File: src/rtl/rip_pkg.sv
// shared types, constants and tables of the ripening index accumulator
package rip_pkg;

   localparam int TempW  = 16;
   localparam int HumW   = 15;
   localparam int EthW   = 20;
   localparam int CntW   = 12;
   localparam int IdxW   = 15;
   localparam int StageW = 3;
   localparam int VpdW   = 20;
   localparam int DeltaW = 16;
   localparam int WgtW   = 16;

   localparam int MulAW  = 44;
   localparam int MulBW  = 21;
   localparam int MulPW  = MulAW + MulBW;
   localparam int DivNW  = 40;
   localparam int DivDW  = 20;
   localparam int DivCW  = 6;
   localparam int YW     = 24;
   localparam int ExpW   = 44;
   localparam int PolyW  = 32;
   localparam int SumW   = 46;

   localparam logic [IdxW-1:0]   IdxMax    = 15'd25600;
   localparam logic [IdxW-1:0]   IdxReset  = 15'd512;
   localparam logic [HumW-1:0]   HumFull   = 15'd25600;
   localparam logic [VpdW-1:0]   VpdSat    = 20'hFFFFF;
   localparam logic [DeltaW-1:0] DeltaSat  = 16'hFFFF;
   localparam logic [MulBW-1:0]  VpdExpK   = 21'd1632852;
   localparam logic [20:0]       VpdDenOff = 21'd607488;
   localparam logic [MulBW-1:0]  SatPressK = 21'd640449;
   // ceil(2^25 / 25) and (2^22 + 1) / 5, estimates high by at most one
   localparam logic [MulBW-1:0]  VpdRcp    = 21'd1342178;
   localparam logic [MulBW-1:0]  Q10Rcp    = 21'd838861;
   localparam logic signed [YW-1:0] YLow   = -24'sd4194304;
   localparam logic signed [YW-1:0] YHigh  = 24'sd1769472;
   localparam logic [ExpW-1:0]   ExpCap    = 44'h800_0000_0000;
   localparam logic [ExpW-1:0]   ExpOne    = 44'd65536;

   typedef enum logic [2:0] {
      REG_VPD_OPTIMAL   = 3'd0,
      REG_WEIGHT_ETH    = 3'd1,
      REG_WEIGHT_TEMP   = 3'd2,
      REG_WEIGHT_HUM    = 3'd3,
      REG_TEMP_REF      = 3'd4,
      REG_ETH_THRESHOLD = 3'd5,
      REG_SHOCK_WEIGHT  = 3'd6
   } reg_index_type;

   typedef enum logic [4:0] {
      S_IDLE,
      S_YV_MUL,
      S_YV_DIV,
      S_YV_WAIT,
      S_EXP_INIT,
      S_EXP_MUL,
      S_EXP_ADD,
      S_EXP_SHIFT,
      S_VS_MUL,
      S_VD_MUL,
      S_VD_DIV,
      S_VD_WAIT,
      S_YQ_MUL,
      S_YQ_DIV,
      S_YQ_WAIT,
      S_TX_MUL,
      S_TX_ACC,
      S_HX_ACC,
      S_SH_ACC,
      S_ET_DIV,
      S_ET_WAIT,
      S_FINISH
   } state_type;

   typedef struct packed {
      logic [VpdW-1:0]         vpd_optimal;
      logic [WgtW-1:0]         weight_ethylene;
      logic [WgtW-1:0]         weight_temperature;
      logic [WgtW-1:0]         weight_humidity;
      logic signed [TempW-1:0] temperature_reference;
      logic [EthW-1:0]         ethylene_threshold;
      logic [WgtW-1:0]         shock_weight;
   } cfg_type;

   typedef struct packed {
      logic signed [TempW-1:0] temperature;
      logic [HumW-1:0]         humidity;
      logic [EthW-1:0]         ethylene;
      logic [CntW-1:0]         shock_count;
   } item_type;

   typedef struct packed {
      logic [IdxW-1:0]   ripening_index;
      logic [StageW-1:0] stage;
      logic [VpdW-1:0]   pressure_deficit;
      logic [DeltaW-1:0] index_delta;
   } result_type;

   typedef struct packed {
      logic start;
      logic [DivNW-1:0] dividend;
      logic [DivDW-1:0] divisor;
   } div_req_type;

   typedef struct packed {
      logic done;
      logic [DivNW-1:0] quotient;
   } div_rsp_type;

   // 2^f polynomial, q30, ln2^k / k!
   function automatic logic [PolyW-1:0] poly_coef(input logic [2:0] k);
      logic [PolyW-1:0] c;
      case (k)
         3'd0:    c = 32'd1073741824;
         3'd1:    c = 32'd744261118;
         3'd2:    c = 32'd257941248;
         3'd3:    c = 32'd59597083;
         3'd4:    c = 32'd10327387;
         3'd5:    c = 32'd1431680;
         3'd6:    c = 32'd165394;
         default: c = 32'd16377;
      endcase
      return c;
   endfunction

   // log2 of the q10 factor per stage, q16
   function automatic logic [16:0] log2_q10(input logic [StageW-1:0] s);
      logic [16:0] l;
      case (s)
         3'd1:    l = 17'd76672;
         3'd2:    l = 17'd124970;
         3'd3:    l = 17'd103872;
         3'd4:    l = 17'd86633;
         3'd5:    l = 17'd65536;
         3'd6:    l = 17'd55574;
         default: l = 17'd38336;
      endcase
      return l;
   endfunction

   function automatic logic [StageW-1:0] stage_of(input logic [IdxW-1:0] idx);
      logic [StageW-1:0] s;
      s = 3'd1;
      if (idx >= 15'd3584)  s = 3'd2;
      if (idx >= 15'd7168)  s = 3'd3;
      if (idx >= 15'd10752) s = 3'd4;
      if (idx >= 15'd14336) s = 3'd5;
      if (idx >= 15'd17920) s = 3'd6;
      if (idx >= 15'd21760) s = 3'd7;
      return s;
   endfunction

endpackage

File: src/rtl/rip_div.sv
// restoring divider, one quotient bit per cycle
module rip_div import rip_pkg::*; (
   input  logic        clock,
   input  logic        reset,
   input  div_req_type req,
   output div_rsp_type rsp
);

   logic [DivDW:0]   rem_ff, rem_in;
   logic [DivNW-1:0] quo_ff, quo_in;
   logic [DivDW-1:0] dsr_ff, dsr_in;
   logic [DivCW-1:0] cnt_ff, cnt_in;
   logic             busy_ff, busy_in;
   logic             done_ff, done_in;
   logic [DivDW:0]   trial;
   logic             fits;

   always_comb begin
      trial   = {rem_ff[DivDW-1:0], quo_ff[DivNW-1]};
      fits    = trial >= {1'b0, dsr_ff};
      rem_in  = rem_ff;
      quo_in  = quo_ff;
      dsr_in  = dsr_ff;
      cnt_in  = cnt_ff;
      busy_in = busy_ff;
      done_in = 1'b0;
      if (req.start) begin
         rem_in  = '0;
         quo_in  = req.dividend;
         dsr_in  = req.divisor;
         cnt_in  = '0;
         busy_in = 1'b1;
      end else if (busy_ff) begin
         rem_in = fits ? trial - {1'b0, dsr_ff} : trial;
         quo_in = {quo_ff[DivNW-2:0], fits};
         cnt_in = cnt_ff + 1'b1;
         if (cnt_ff == DivCW'(DivNW - 1)) begin
            busy_in = 1'b0;
            done_in = 1'b1;
         end
      end
   end

   always_ff @(posedge clock) begin
      if (reset) begin
         busy_ff <= 1'b0;
         done_ff <= 1'b0;
      end else begin
         busy_ff <= busy_in;
         done_ff <= done_in;
      end
      rem_ff <= rem_in;
      quo_ff <= quo_in;
      dsr_ff <= dsr_in;
      cnt_ff <= cnt_in;
   end

   assign rsp.done     = done_ff;
   assign rsp.quotient = quo_ff;

endmodule

File: src/rtl/rip_core.sv
// sequencer and shared multiplier datapath for one logging interval
module rip_core import rip_pkg::*; (
   input  logic       clock,
   input  logic       reset,
   input  logic       start,
   input  item_type   item,
   input  cfg_type    cfg,
   input  logic       out_free,
   output logic       idle,
   output logic       done,
   output result_type result
);

   state_type state_ff, state_in;

   logic signed [TempW-1:0] t_ff, t_in;
   logic [HumW-1:0]         hum_ff, hum_in;
   logic [EthW-1:0]         eth_ff, eth_in;
   logic [CntW-1:0]         cnt_ff, cnt_in;
   logic [IdxW-1:0]         idx_ff, idx_in;
   logic [StageW-1:0]       stage_ff, stage_in;
   logic [MulPW-1:0]        mul_ff;
   logic signed [YW-1:0]    y_ff, y_in;
   logic                    neg_ff, neg_in;
   logic                    sel_ff, sel_in;
   logic signed [7:0]       n_ff, n_in;
   logic [15:0]             f_ff, f_in;
   logic [PolyW-1:0]        p_ff, p_in;
   logic [2:0]              k_ff, k_in;
   logic [ExpW-1:0]         e_ff, e_in;
   logic [VpdW-1:0]         vpd_ff, vpd_in;
   logic [SumW-1:0]         sum_ff, sum_in;
   logic [24:0]             rx_ff, rx_in;

   logic [MulAW-1:0]        mul_a;
   logic [MulBW-1:0]        mul_b;
   div_req_type             div_req;
   div_rsp_type             div_rsp;

   logic signed [19:0]      t10;
   logic [18:0]             t10_mag;
   logic [20:0]             den;
   logic signed [16:0]      dt;
   logic [15:0]             dt_mag;
   logic [HumW-1:0]         hum_sat;
   logic [20:0]             vps;
   logic [VpdW-1:0]         vx;
   logic [ExpW-1:0]         excess;
   logic [EthW-1:0]         th;
   logic signed [YW-1:0]    y_div;
   logic [20:0]             vq0;
   logic [25:0]             vq_chk;
   logic [20:0]             vq;
   logic [21:0]             yq0;
   logic [24:0]             yq_chk;
   logic [21:0]             yq;
   logic signed [YW-1:0]    y_q;
   logic                    y_lo, y_hi;
   logic signed [8:0]       sh;
   logic [7:0]              rsh;
   logic [ExpW-1:0]         e_shift;
   logic [37:0]             delta;
   logic [38:0]             nxt;
   logic [IdxW-1:0]         idx_next;

   rip_div u_div (
      .clock (clock),
      .reset (reset),
      .req   (div_req),
      .rsp   (div_rsp)
   );

   always_comb begin
      t10     = (20'(t_ff) <<< 3) + (20'(t_ff) <<< 1);
      t10_mag = 19'(t10[19] ? -t10 : t10);
      den     = 21'(t10) + VpdDenOff;
      dt      = 17'(t_ff) - 17'(cfg.temperature_reference);
      dt_mag  = 16'(dt[16] ? -dt : dt);
      hum_sat = (item.humidity > HumFull) ? HumFull : item.humidity;
      vps     = mul_ff[44:24];
      vx      = (vpd_ff > cfg.vpd_optimal) ? vpd_ff - cfg.vpd_optimal : '0;
      excess  = (e_ff > ExpOne) ? e_ff - ExpOne : '0;
      th      = (cfg.ethylene_threshold == '0) ? EthW'(1) : cfg.ethylene_threshold;
      y_div   = neg_ff ? -YW'(div_rsp.quotient) : YW'(div_rsp.quotient);
      // reciprocal estimates, one step down when high
      vq0     = mul_ff[45:25];
      vq_chk  = {1'b0, vq0, 4'b0} + {2'b0, vq0, 3'b0} + 26'(vq0);
      vq      = (vq_chk > 26'(rx_ff)) ? vq0 - 21'd1 : vq0;
      yq0     = mul_ff[43:22];
      yq_chk  = {1'b0, yq0, 2'b0} + 25'(yq0);
      yq      = (yq_chk > rx_ff) ? yq0 - 22'd1 : yq0;
      y_q     = neg_ff ? -YW'(yq) : YW'(yq);
      y_lo    = y_ff < YLow;
      y_hi    = y_ff >= YHigh;
      sh      = 9'(n_ff) - 9'sd14;
      rsh     = 8'(-sh);
      if (!sh[8])
         e_shift = {12'b0, p_ff} << sh[3:0];
      else if (rsh >= 8'd32)
         e_shift = '0;
      else
         e_shift = {12'b0, p_ff >> rsh[4:0]};
      delta    = sum_ff[SumW-1:8];
      nxt      = 39'(idx_ff) + 39'(delta);
      idx_next = (nxt > 39'(IdxMax)) ? IdxMax : nxt[IdxW-1:0];
   end

   // next state
   always_comb begin
      state_in = state_ff;
      unique case (state_ff)
         S_IDLE:      if (start) state_in = S_YV_MUL;
         S_YV_MUL:    state_in = S_YV_DIV;
         S_YV_DIV:    state_in = S_YV_WAIT;
         S_YV_WAIT:   if (div_rsp.done) state_in = S_EXP_INIT;
         S_EXP_INIT: begin
            if (y_lo || y_hi) state_in = sel_ff ? S_TX_MUL : S_VS_MUL;
            else state_in = S_EXP_MUL;
         end
         S_EXP_MUL:   state_in = S_EXP_ADD;
         S_EXP_ADD:   state_in = (k_ff == 3'd0) ? S_EXP_SHIFT : S_EXP_MUL;
         S_EXP_SHIFT: state_in = sel_ff ? S_TX_MUL : S_VS_MUL;
         S_VS_MUL:    state_in = S_VD_MUL;
         S_VD_MUL:    state_in = S_VD_DIV;
         S_VD_DIV:    state_in = S_VD_WAIT;
         S_VD_WAIT:   state_in = S_YQ_MUL;
         S_YQ_MUL:    state_in = S_YQ_DIV;
         S_YQ_DIV:    state_in = S_YQ_WAIT;
         S_YQ_WAIT:   state_in = S_EXP_INIT;
         S_TX_MUL:    state_in = S_TX_ACC;
         S_TX_ACC:    state_in = S_HX_ACC;
         S_HX_ACC:    state_in = S_SH_ACC;
         S_SH_ACC:    state_in = S_ET_DIV;
         S_ET_DIV:    state_in = S_ET_WAIT;
         S_ET_WAIT:   if (div_rsp.done) state_in = S_FINISH;
         S_FINISH:    if (out_free) state_in = S_IDLE;
         default:     state_in = S_IDLE;
      endcase
   end

   // datapath actions
   always_comb begin
      t_in     = t_ff;
      hum_in   = hum_ff;
      eth_in   = eth_ff;
      cnt_in   = cnt_ff;
      idx_in   = idx_ff;
      stage_in = stage_ff;
      y_in     = y_ff;
      neg_in   = neg_ff;
      sel_in   = sel_ff;
      n_in     = n_ff;
      f_in     = f_ff;
      p_in     = p_ff;
      k_in     = k_ff;
      e_in     = e_ff;
      vpd_in   = vpd_ff;
      sum_in   = sum_ff;
      rx_in    = rx_ff;
      mul_a    = '0;
      mul_b    = '0;
      div_req  = '0;
      idle     = 1'b0;
      done     = 1'b0;
      unique case (state_ff)
         S_IDLE: begin
            idle = 1'b1;
            if (start) begin
               t_in     = item.temperature;
               hum_in   = hum_sat;
               eth_in   = item.ethylene;
               cnt_in   = item.shock_count;
               stage_in = stage_of(idx_ff);
            end
         end
         S_YV_MUL: begin
            mul_a  = MulAW'(t10_mag);
            mul_b  = VpdExpK;
            neg_in = t10[19];
            sel_in = 1'b0;
         end
         S_YV_DIV: begin
            div_req.start    = 1'b1;
            div_req.dividend = mul_ff[DivNW-1:0];
            div_req.divisor  = den[DivDW-1:0];
         end
         S_YV_WAIT: begin
            if (div_rsp.done) y_in = y_div;
         end
         S_EXP_INIT: begin
            n_in = 8'(y_ff >>> 16);
            f_in = y_ff[15:0];
            p_in = poly_coef(3'd7);
            k_in = 3'd6;
            if (y_lo) e_in = '0;
            else if (y_hi) e_in = ExpCap;
         end
         S_EXP_MUL: begin
            mul_a = MulAW'(p_ff);
            mul_b = MulBW'(f_ff);
         end
         S_EXP_ADD: begin
            p_in = poly_coef(k_ff) + mul_ff[16 +: PolyW];
            k_in = k_ff - 3'd1;
         end
         S_EXP_SHIFT: e_in = e_shift;
         S_VS_MUL: begin
            mul_a = e_ff;
            mul_b = SatPressK;
         end
         S_VD_MUL: begin
            mul_a = MulAW'(vps);
            mul_b = MulBW'(HumFull - hum_ff);
         end
         S_VD_DIV: begin
            // divide by 25600 as a shift by 10 and a divide by 25
            rx_in = mul_ff[34:10];
            mul_a = MulAW'(mul_ff[34:10]);
            mul_b = VpdRcp;
         end
         S_VD_WAIT: begin
            vpd_in = (vq > 21'(VpdSat)) ? VpdSat : vq[VpdW-1:0];
         end
         S_YQ_MUL: begin
            mul_a  = MulAW'(dt_mag);
            mul_b  = MulBW'(log2_q10(stage_ff));
            neg_in = dt[16];
            sel_in = 1'b1;
         end
         S_YQ_DIV: begin
            // divide by 2560 as a shift by 9 and a divide by 5
            rx_in = 25'(mul_ff[32:9]);
            mul_a = MulAW'(mul_ff[32:9]);
            mul_b = Q10Rcp;
         end
         S_YQ_WAIT: y_in = y_q;
         S_TX_MUL: begin
            mul_a = excess;
            mul_b = MulBW'(cfg.weight_temperature);
         end
         S_TX_ACC: begin
            sum_in = SumW'(mul_ff >> 16);
            mul_a  = MulAW'(vx);
            mul_b  = MulBW'(cfg.weight_humidity);
         end
         S_HX_ACC: begin
            sum_in = sum_ff + SumW'(mul_ff >> 12);
            mul_a  = MulAW'(cnt_ff);
            mul_b  = MulBW'(cfg.shock_weight);
         end
         S_SH_ACC: begin
            sum_in = sum_ff + (SumW'(mul_ff) << 8);
            mul_a  = MulAW'(eth_ff);
            mul_b  = MulBW'(cfg.weight_ethylene);
         end
         S_ET_DIV: begin
            div_req.start    = 1'b1;
            div_req.dividend = mul_ff[DivNW-1:0];
            div_req.divisor  = th;
         end
         S_ET_WAIT: begin
            if (div_rsp.done) sum_in = sum_ff + SumW'(div_rsp.quotient);
         end
         S_FINISH: begin
            if (out_free) begin
               done   = 1'b1;
               idx_in = idx_next;
            end
         end
         default: ;
      endcase
   end

   assign result.ripening_index   = idx_next;
   assign result.stage            = stage_ff;
   assign result.pressure_deficit = vpd_ff;
   assign result.index_delta      = (delta > 38'(DeltaSat)) ? DeltaSat : delta[DeltaW-1:0];

   always_ff @(posedge clock) begin
      if (reset) begin
         state_ff <= S_IDLE;
         idx_ff   <= IdxReset;
      end else begin
         state_ff <= state_in;
         idx_ff   <= idx_in;
      end
      t_ff     <= t_in;
      hum_ff   <= hum_in;
      eth_ff   <= eth_in;
      cnt_ff   <= cnt_in;
      stage_ff <= stage_in;
      mul_ff   <= mul_a * mul_b;
      y_ff     <= y_in;
      neg_ff   <= neg_in;
      sel_ff   <= sel_in;
      n_ff     <= n_in;
      f_ff     <= f_in;
      p_ff     <= p_in;
      k_ff     <= k_in;
      e_ff     <= e_in;
      vpd_ff   <= vpd_in;
      sum_ff   <= sum_in;
      rx_ff    <= rx_in;
   end

endmodule

File: src/rtl/ripening_index_accumulator.sv
// top level: stream ports, register file and result register
//
//   channel   dir   handshake             payload
//   req_      in    req_tvalid/tready     req_tdata  (64 bits)
//   rsp_      out   rsp_tvalid/tready     rsp_tdata  (56 bits)
//   csr_      in    csr_valid/ready       csr_index, csr_data
//
// one beat makes two passes of the shared divider and two exp2 runs of seven
// horner steps, each run skipped when its exponent saturates, with all products
// on the one shared multiplier
// reset restores the register defaults and an index of 2.0
// req_tready is high only while the sequencer idles; a stalled result holds
// the sequencer in its last step, so no beat enters until the result register frees
module ripening_index_accumulator import rip_pkg::*; (
   input  logic        clock,
   input  logic        reset,
   input  logic        req_tvalid,
   output logic        req_tready,
   // temperature, humidity, ethylene, shock_count, zero pad
   input  logic [63:0] req_tdata,
   output logic        rsp_tvalid,
   input  logic        rsp_tready,
   // ripening_index, stage, pressure_deficit, index_delta, zero pad
   output logic [55:0] rsp_tdata,
   input  logic        csr_valid,
   output logic        csr_ready,
   input  logic [2:0]  csr_index,
   input  logic [19:0] csr_data
);

   cfg_type    cfg_ff, cfg_in;
   logic       rsp_valid_ff, rsp_valid_in;
   result_type rsp_ff, rsp_in;
   item_type   item;
   result_type result;
   logic       idle, done, out_free, start;

   assign item.temperature = req_tdata[15:0];
   assign item.humidity    = req_tdata[30:16];
   assign item.ethylene    = req_tdata[50:31];
   assign item.shock_count = req_tdata[62:51];

   assign out_free   = !rsp_valid_ff || rsp_tready;
   assign req_tready = idle;
   assign start      = req_tvalid && idle;
   assign csr_ready  = 1'b1;

   rip_core u_core (
      .clock    (clock),
      .reset    (reset),
      .start    (start),
      .item     (item),
      .cfg      (cfg_ff),
      .out_free (out_free),
      .idle     (idle),
      .done     (done),
      .result   (result)
   );

   always_comb begin
      cfg_in = cfg_ff;
      if (csr_valid) begin
         unique case (reg_index_type'(csr_index))
            REG_VPD_OPTIMAL:   cfg_in.vpd_optimal           = csr_data;
            REG_WEIGHT_ETH:    cfg_in.weight_ethylene       = csr_data[WgtW-1:0];
            REG_WEIGHT_TEMP:   cfg_in.weight_temperature    = csr_data[WgtW-1:0];
            REG_WEIGHT_HUM:    cfg_in.weight_humidity       = csr_data[WgtW-1:0];
            REG_TEMP_REF:      cfg_in.temperature_reference = csr_data[TempW-1:0];
            REG_ETH_THRESHOLD: cfg_in.ethylene_threshold    = csr_data;
            REG_SHOCK_WEIGHT:  cfg_in.shock_weight          = csr_data[WgtW-1:0];
            default: ;
         endcase
      end
   end

   always_comb begin
      rsp_valid_in = rsp_valid_ff;
      rsp_in       = rsp_ff;
      if (rsp_valid_ff && rsp_tready) rsp_valid_in = 1'b0;
      if (done) begin
         rsp_valid_in = 1'b1;
         rsp_in       = result;
      end
   end

   always_ff @(posedge clock) begin
      if (reset) begin
         cfg_ff.vpd_optimal           <= 20'd475;
         cfg_ff.weight_ethylene       <= 16'd2621;
         cfg_ff.weight_temperature    <= 16'd5243;
         cfg_ff.weight_humidity       <= 16'd655;
         cfg_ff.temperature_reference <= 16'sd3328;
         cfg_ff.ethylene_threshold    <= 20'd1600;
         cfg_ff.shock_weight          <= 16'd768;
         rsp_valid_ff                 <= 1'b0;
      end else begin
         cfg_ff       <= cfg_in;
         rsp_valid_ff <= rsp_valid_in;
      end
      rsp_ff <= rsp_in;
   end

   assign rsp_tvalid = rsp_valid_ff;
   assign rsp_tdata  = {2'b00, rsp_ff.index_delta, rsp_ff.pressure_deficit,
                        rsp_ff.stage, rsp_ff.ripening_index};

endmodule

File: config.mk
export PLATFORM = sky130hd
export DESIGN_NAME = ripening_index_accumulator
export DESIGN_NICKNAME = d
export VERILOG_FILES = /design/src/rtl/rip_pkg.sv /design/src/rtl/rip_div.sv /design/src/rtl/rip_core.sv /design/src/rtl/ripening_index_accumulator.sv
export SDC_FILE = /design/constraint.sdc
export NUM_CORES = 2
export LEC_CHECK = 0
export ABC_AREA = 1
export BUFFER_PORTS_ARGS = -buffer_cell sky130_fd_sc_hd__buf_4
export CELL_PAD_IN_SITES_DETAIL_PLACEMENT = 1
export CELL_PAD_IN_SITES_GLOBAL_PLACEMENT = 1
export CORE_MARGIN = 1.5
export CORE_UTILIZATION = 50
export DETAILED_ROUTE_END_ITERATION = 16
export PLACE_DENSITY_LB_ADDON = 0.1
export SYNTH_ARGS = -nofsm -noshare
export SYNTH_HDL_FRONTEND = slang
export SYNTH_HIERARCHICAL = 1
export SYNTH_SLANG_ARGS = --single-unit
File: constraint.sdc
create_clock -name clock -period 23.9 [get_ports clock]
set_input_delay 5.975 -clock clock [delete_from_list [all_inputs] [get_ports clock]]
set_output_delay 5.975 -clock clock [all_outputs]
set_load 0.01 [all_outputs]
# == Yosys cells after proc, flatten, opt, wreduce, memory -nomap -nowiden ==
# Cells that the tools add are included.
# word_totals
inputBits,92
out_inout_bits,59
word_cells,219
ff_bits,631
# classes
eq_ne,45
mux,55
reduce_logical,33
n_mul,1
add_sub_neg,25
n_lt_le_gt_ge,18
n_shift,2
n_bitwise,1
# op_table
cell,n
44-bit one-hot mux with 11 select lines,1
21-bit one-hot mux with 11 select lines,1
31-bit one-hot mux with 7 select lines,1
46-bit one-hot mux with 4 select lines,1
44-bit two-way mux,4
61-bit one-hot mux with 2 select lines,1
5-bit one-hot mux with 22 select lines,1
17-bit one-hot mux with 6 select lines,1
46-bit adder,2
44-bit one-hot mux with 2 select lines,1
40-bit two-way mux,2
24-bit two-way mux,3
32-bit two-way mux,2
32-bit one-hot mux with 2 select lines,1
44-bit by 21-bit multiplier with 62-bit output,1
20-bit two-way mux,3
25-bit one-hot mux with 2 select lines,1
24-bit one-hot mux with 2 select lines,1
46-bit by 40-bit adder with 46-bit output,1
46-bit two-way mux,1
"44-bit by 17-bit greater-than comparator with 1-bit output, second input constant",1
32-bit by 4-bit << shifter with 44-bit output,1
"44-bit by 17-bit subtractor with 44-bit output, second input constant",1
"5-bit by 4-bit equality test with 1-bit output, second input constant",8
71 further kinds,139

# == Longest topological paths before layout ==
# logic_depth
ltp_word,6
mapped_depth,48
ltp_nobuf,47

# == Cells and area by module ==
# Netlist, hierarchy kept.
# by_module_without_submodules
module,cells_per_inst,area_each_um2,n_inst,seq_area_each_um2
rip_core,9354,67579.8,1,10229.8
ripening_index_accumulator,719,6369.9,1,4043.9
rip_div,636,5012.3,1,2362.3

# == Least setup slack after synthesis ==
# Ideal clock, no wire load.
# synth_timing
kind,input to register
from,input req_tvalid
to,register u_core.cnt_ff[0] (enable)
setup_time_ps,490
cell_stages,4
required_time_ps,23410
path_buffers,0
path_slack_ps,14536
arrival_ps,8874
path_cell_list,nand2_1 -> inv_1 -> inv_1 -> nor2_1
# synth_between
elab_chain_len,2
# synth_rtl
element,line,rtl
"start, declared",ripening_index_accumulator.sv:17,"input logic req_tvalid,"
1-bit logical AND,ripening_index_accumulator.sv:45,assign start = req_tvalid && idle;
net start,ripening_index_accumulator.sv:36,"logic idle, done, out_free, start;"
2-bit AND reduction (no line),-,
"end signal, assigned",rip_core.sv:290,cnt_ff <= cnt_in;
"end, declared",rip_core.sv:19,"logic [CntW-1:0] cnt_ff, cnt_in;"
# The timed path passes the listed nets, and every way through them passes these cells.
# A chain may end at the register's enable or synchronous reset.

# == Final worst setup path ==
# layout_timing
from,register u_core.state_ff[3]
to,register u_core.mul_ff[49]
# layout_between
elab_chain_len,3
word_cells_on_any_way,14
cone_classes,mul: 1; eq/ne: 11; mux: 2
# layout_rtl
element,line,rtl
"start, declared",rip_core.sv:14,"state_type state_ff, state_in;"
"start signal, assigned",rip_core.sv:284,state_ff <= state_in;
5-bit equality test (tied with other cells),rip_core.sv:165,unique case (state_ff)
44-bit one-hot mux with 11 select lines or 21-bit one-hot mux with 11 select lines (tied branches),rip_core.sv:165,
44-bit by 21-bit multiplier with 62-bit output *,rip_core.sv:292,mul_ff <= mul_a * mul_b;
"end signal, assigned",rip_core.sv:292,
"end, declared",rip_core.sv:22,logic [MulPW-1:0] mul_ff;
# Every way passes the cells marked *; elsewhere a longest branch is shown, timed or not.

==> impl_metrics.tcl <==
set metrics [dict create \
    final-setup-viol-count 0 \
    dp_cells 12800 \
    overflow 0 \
    reg2reg_from "u_core/state_ff[3]$_SDFFE_PP0P_" \
    core-area_sq_um 157000 \
    route.vias.total 78200 \
    critPathMaxFanout 27 \
    ios 151 \
    critical_path_required_ns 24.43 \
    postSynthCellCount 10700 \
    regArea_sq_um 16600 \
    period_needed_ns 12.23 \
    syn_area_sq_um 79000 \
    cp_common_cell "fa_1" \
    cp-startpoint "u_core/state_ff[3]$_SDFFE_PP0P_" \
    status "complete, no violations" \
    yosysSeqAreaShare_pct 21.1 \
    grt_max_degree 78 \
    clkTransAtPathRegs_ns 0.06 \
    post_cts.repair.setup_buffers 0 \
    most-common-layout-cells "nand2_1 (2564), inv_1 (1853), nor2_1 (1110)" \
    drt_iter0_markers 7258 \
    start_kind "flop" \
    timing.slew.headroom_pct 9.84 \
    clock_latency_ns 0.73 \
    grt_pass1_wl_um 530000 \
    routed_wl_um 360000 \
    async_reset_ff_share_pct 0 \
    synth_edf_count 400 \
    worstReg2RegEnd "u_core/mul_ff[49]$_DFF_P_" \
    die_w_um 400 \
    rsz0062_at_grt "no" \
    dr.pass1.iters 6 \
    antenna_found_initial 20 \
    worst-slew-pin-transition_ns 1.34 \
    synth.area.top_cells "fa_1 (21%), edfxtp_1 (15%), nand2_1 (12%)" \
    wl_per_cell_um 27.9 \
    fin_worst_skew_ns 0.0505 \
    cts_root_buffer "clkbuf_16" \
    arrival_ns 12.76 \
    ys.flop_type "edfxtp_1" \
    viasPerCell 6.06 \
    ir_drop_mv 0.0634 \
    final_max_slew_viol_count 0 \
    grt_pass1_vias 83600 \
    multiInputGateArea_sq_um 53800 \
    track_usage_pct 44.3 \
    ctsHoldBuffers 0 \
    drive_gt1_share_pct 5.89 \
    fmax_ghz 0.0817 \
    cap_violations 0 \
    finalNonFillerCells 12900 \
    r2r_cells 33 \
    ant_nets 0 \
    rows 145 \
    power_density_nw_per_um2 82.4 \
    leakage_uw 0.0407 \
    numPortBuffers 146 \
    clockBufferDepth 3 \
    reg2reg_slack_ns 11.67 \
    synth_top_area_cell "fa_1" \
    synth_cell_types 80 \
    place.gp.congestion 1.03 \
    min_path_type "flop to flop" \
    synth.avg_cell_area_sq_um 7.37 \
    fin_nets 12200 \
    critPathCapture "u_core/mul_ff[49]$_DFF_P_" \
    synth-seq-cells 631 \
    path_class "flop to flop" \
    cts.sinks 631 \
    final_util_pct 54.2 \
    crit_path_end_kind "flop" \
    die_h_um 400 \
    hpwl_um 291000 \
    tns_ns 0 \
    drc_errors 0 \
    num-fill-cells 19900 \
    hold_viol 0 \
    fin_hold_ws_ns 0.393 \
    start_util_pct 50.4 \
    cts_tree "done" \
    synth_warnings 6 \
    htree_levels 3 \
    cts_buffers 78 \
    min_period_over_period_pct 51.2 \
    final_common_cell "nand2_1" \
    dieArea_sq_um 160000 \
    syn2layout_area_growth_pct 7.55 \
    synth_top_area_share_pct 20.8 \
    cts_resized 0 \
    cp_slowest_cell "a211oi_1" \
    slowest_delay_ns 1.02 \
]
state kept, by name (all words and copies together) (netlist names), 3 cells and up:
signal               cells
rsp_tdata               54
u_core/u_div/cnt_ff      6
u_core/y_ff             24
u_core/k_ff              3
u_core/n_ff              8
u_core/e_ff             44
u_core/u_div/quo_ff     40
u_core/rx_ff            25
u_core/cnt_ff           12
cfg_ff                 120
u_core/state_ff          5
u_core/t_ff             16
u_core/hum_ff           15
u_core/f_ff             16
u_core/eth_ff           20
u_core/stage_ff          3
u_core/p_ff             32
u_core/idx_ff           15
u_core/mul_ff           62
u_core/vpd_ff           20
u_core/u_div/dsr_ff     20
u_core/u_div/rem_ff     20
u_core/sum_ff           46
synthesized netlist by cell type (48+ instances only):
cell type and number:
a21oi_1 617, a31oi_1 57, buf_2 133, clkbuf_1 139, dfxtp_1 231, edfxtp_1 400, fa_1 820, ha_1 488
inv_1 1855, nand2_1 2566, nand3_1 527, nand4_1 96, nor2_1 1117, nor3_1 81, nor4_1 48, o211ai_1 51
o21ai_0 595, xnor2_1 79, xor2_1 167
layout make-up:
class / count / area share [%]
multi-input combinational: 7887 / 63.4
sequential: 631 / 19.6
inverter: 1915 / 8.47
tap: 2058 / 3.03
clock buffer: 97 / 2.48
timing repair buffer: 265 / 2.34
clock inverter: 45 / 0.670
antenna: 8 / 0.0236
cells by family (layout without fill, tap and decap cells):
group                      Yosys count  after routing  share of synthesized area (%)
xor gates and xnor gates           252            252                           2.87
and+or+nand+nor                   4634           4634                           24.6
adders and majority gates         1308           1308                           28.5
other                                4             68                         0.0190
buffers and inverters             2247           2322                           11.2
DFF                                631            631                           21.1
muxes                               22             22                          0.279
AOI/OAI and AO/OA                 1611           1611                           11.5
critical path: cells and delay by family, from the launching register on:
kind | cells | cell delay [ns]
buffers and inverters | 7 | 1.32
AO/OA/AOI/OAI | 8 | 3.02
flip-flops | 1 | 0.50
AND/OR/NAND/NOR | 9 | 2.66
adder cells (fa/ha/maj) | 8 | 4.00
XOR/XNOR | 1 | 0.44
where the power goes:
| group | internal [uW] | switching, uW | total [uW] |
|---|---|---|---|
| registers | 1390 | 193 | 1580 |
| clock network | 712 | 547 | 1260 |
| logic | 1160 | 2990 | 4150 |
| total | 3260 | 3730 | 6990 |
metrics by stage:
step / power (uW) / cell area [sq um] / setup WS, ns
after floorplan: 4050 / 79200 / 14.54
after global placement: 5410 / 82200 / 11.87
after detailed placement: 5570 / 82200 / 11.86
after CTS: 6850 / 84900 / 11.76
after global routing: 7340 / 84900 / 11.52
final: 6990 / 84900 / 11.67
worst min path at each step:
stage                         startpoint                        end  slack, ns  cells past startpoint
2_1_floorplan   u_core/y_ff[0]$_DFFE_PP_   u_core/f_ff[0]$_DFFE_PP_       0.40                      0
3_3_place_gp   u_core/y_ff[14]$_DFFE_PP_  u_core/f_ff[14]$_DFFE_PP_       0.40                      0
3_5_place_dp    u_core/y_ff[3]$_DFFE_PP_   u_core/f_ff[3]$_DFFE_PP_       0.41                      0
4_1_cts        u_core/y_ff[15]$_DFFE_PP_  u_core/f_ff[15]$_DFFE_PP_       0.39                      0
5_1_grt        u_core/y_ff[15]$_DFFE_PP_  u_core/f_ff[15]$_DFFE_PP_       0.39                      0
6_report       u_core/y_ff[15]$_DFFE_PP_  u_core/f_ff[15]$_DFFE_PP_       0.39                      0
layer usage:
layer | wire length, um | global-route usage (%)
met5 | 74 | 0
met4 | 34000 | 35.2
met3 | 31500 | 9.68
met2 | 163000 | 71.1
met1 | 131000 | 51.4
No activity file was read; power rests on OpenSTA's default activity.
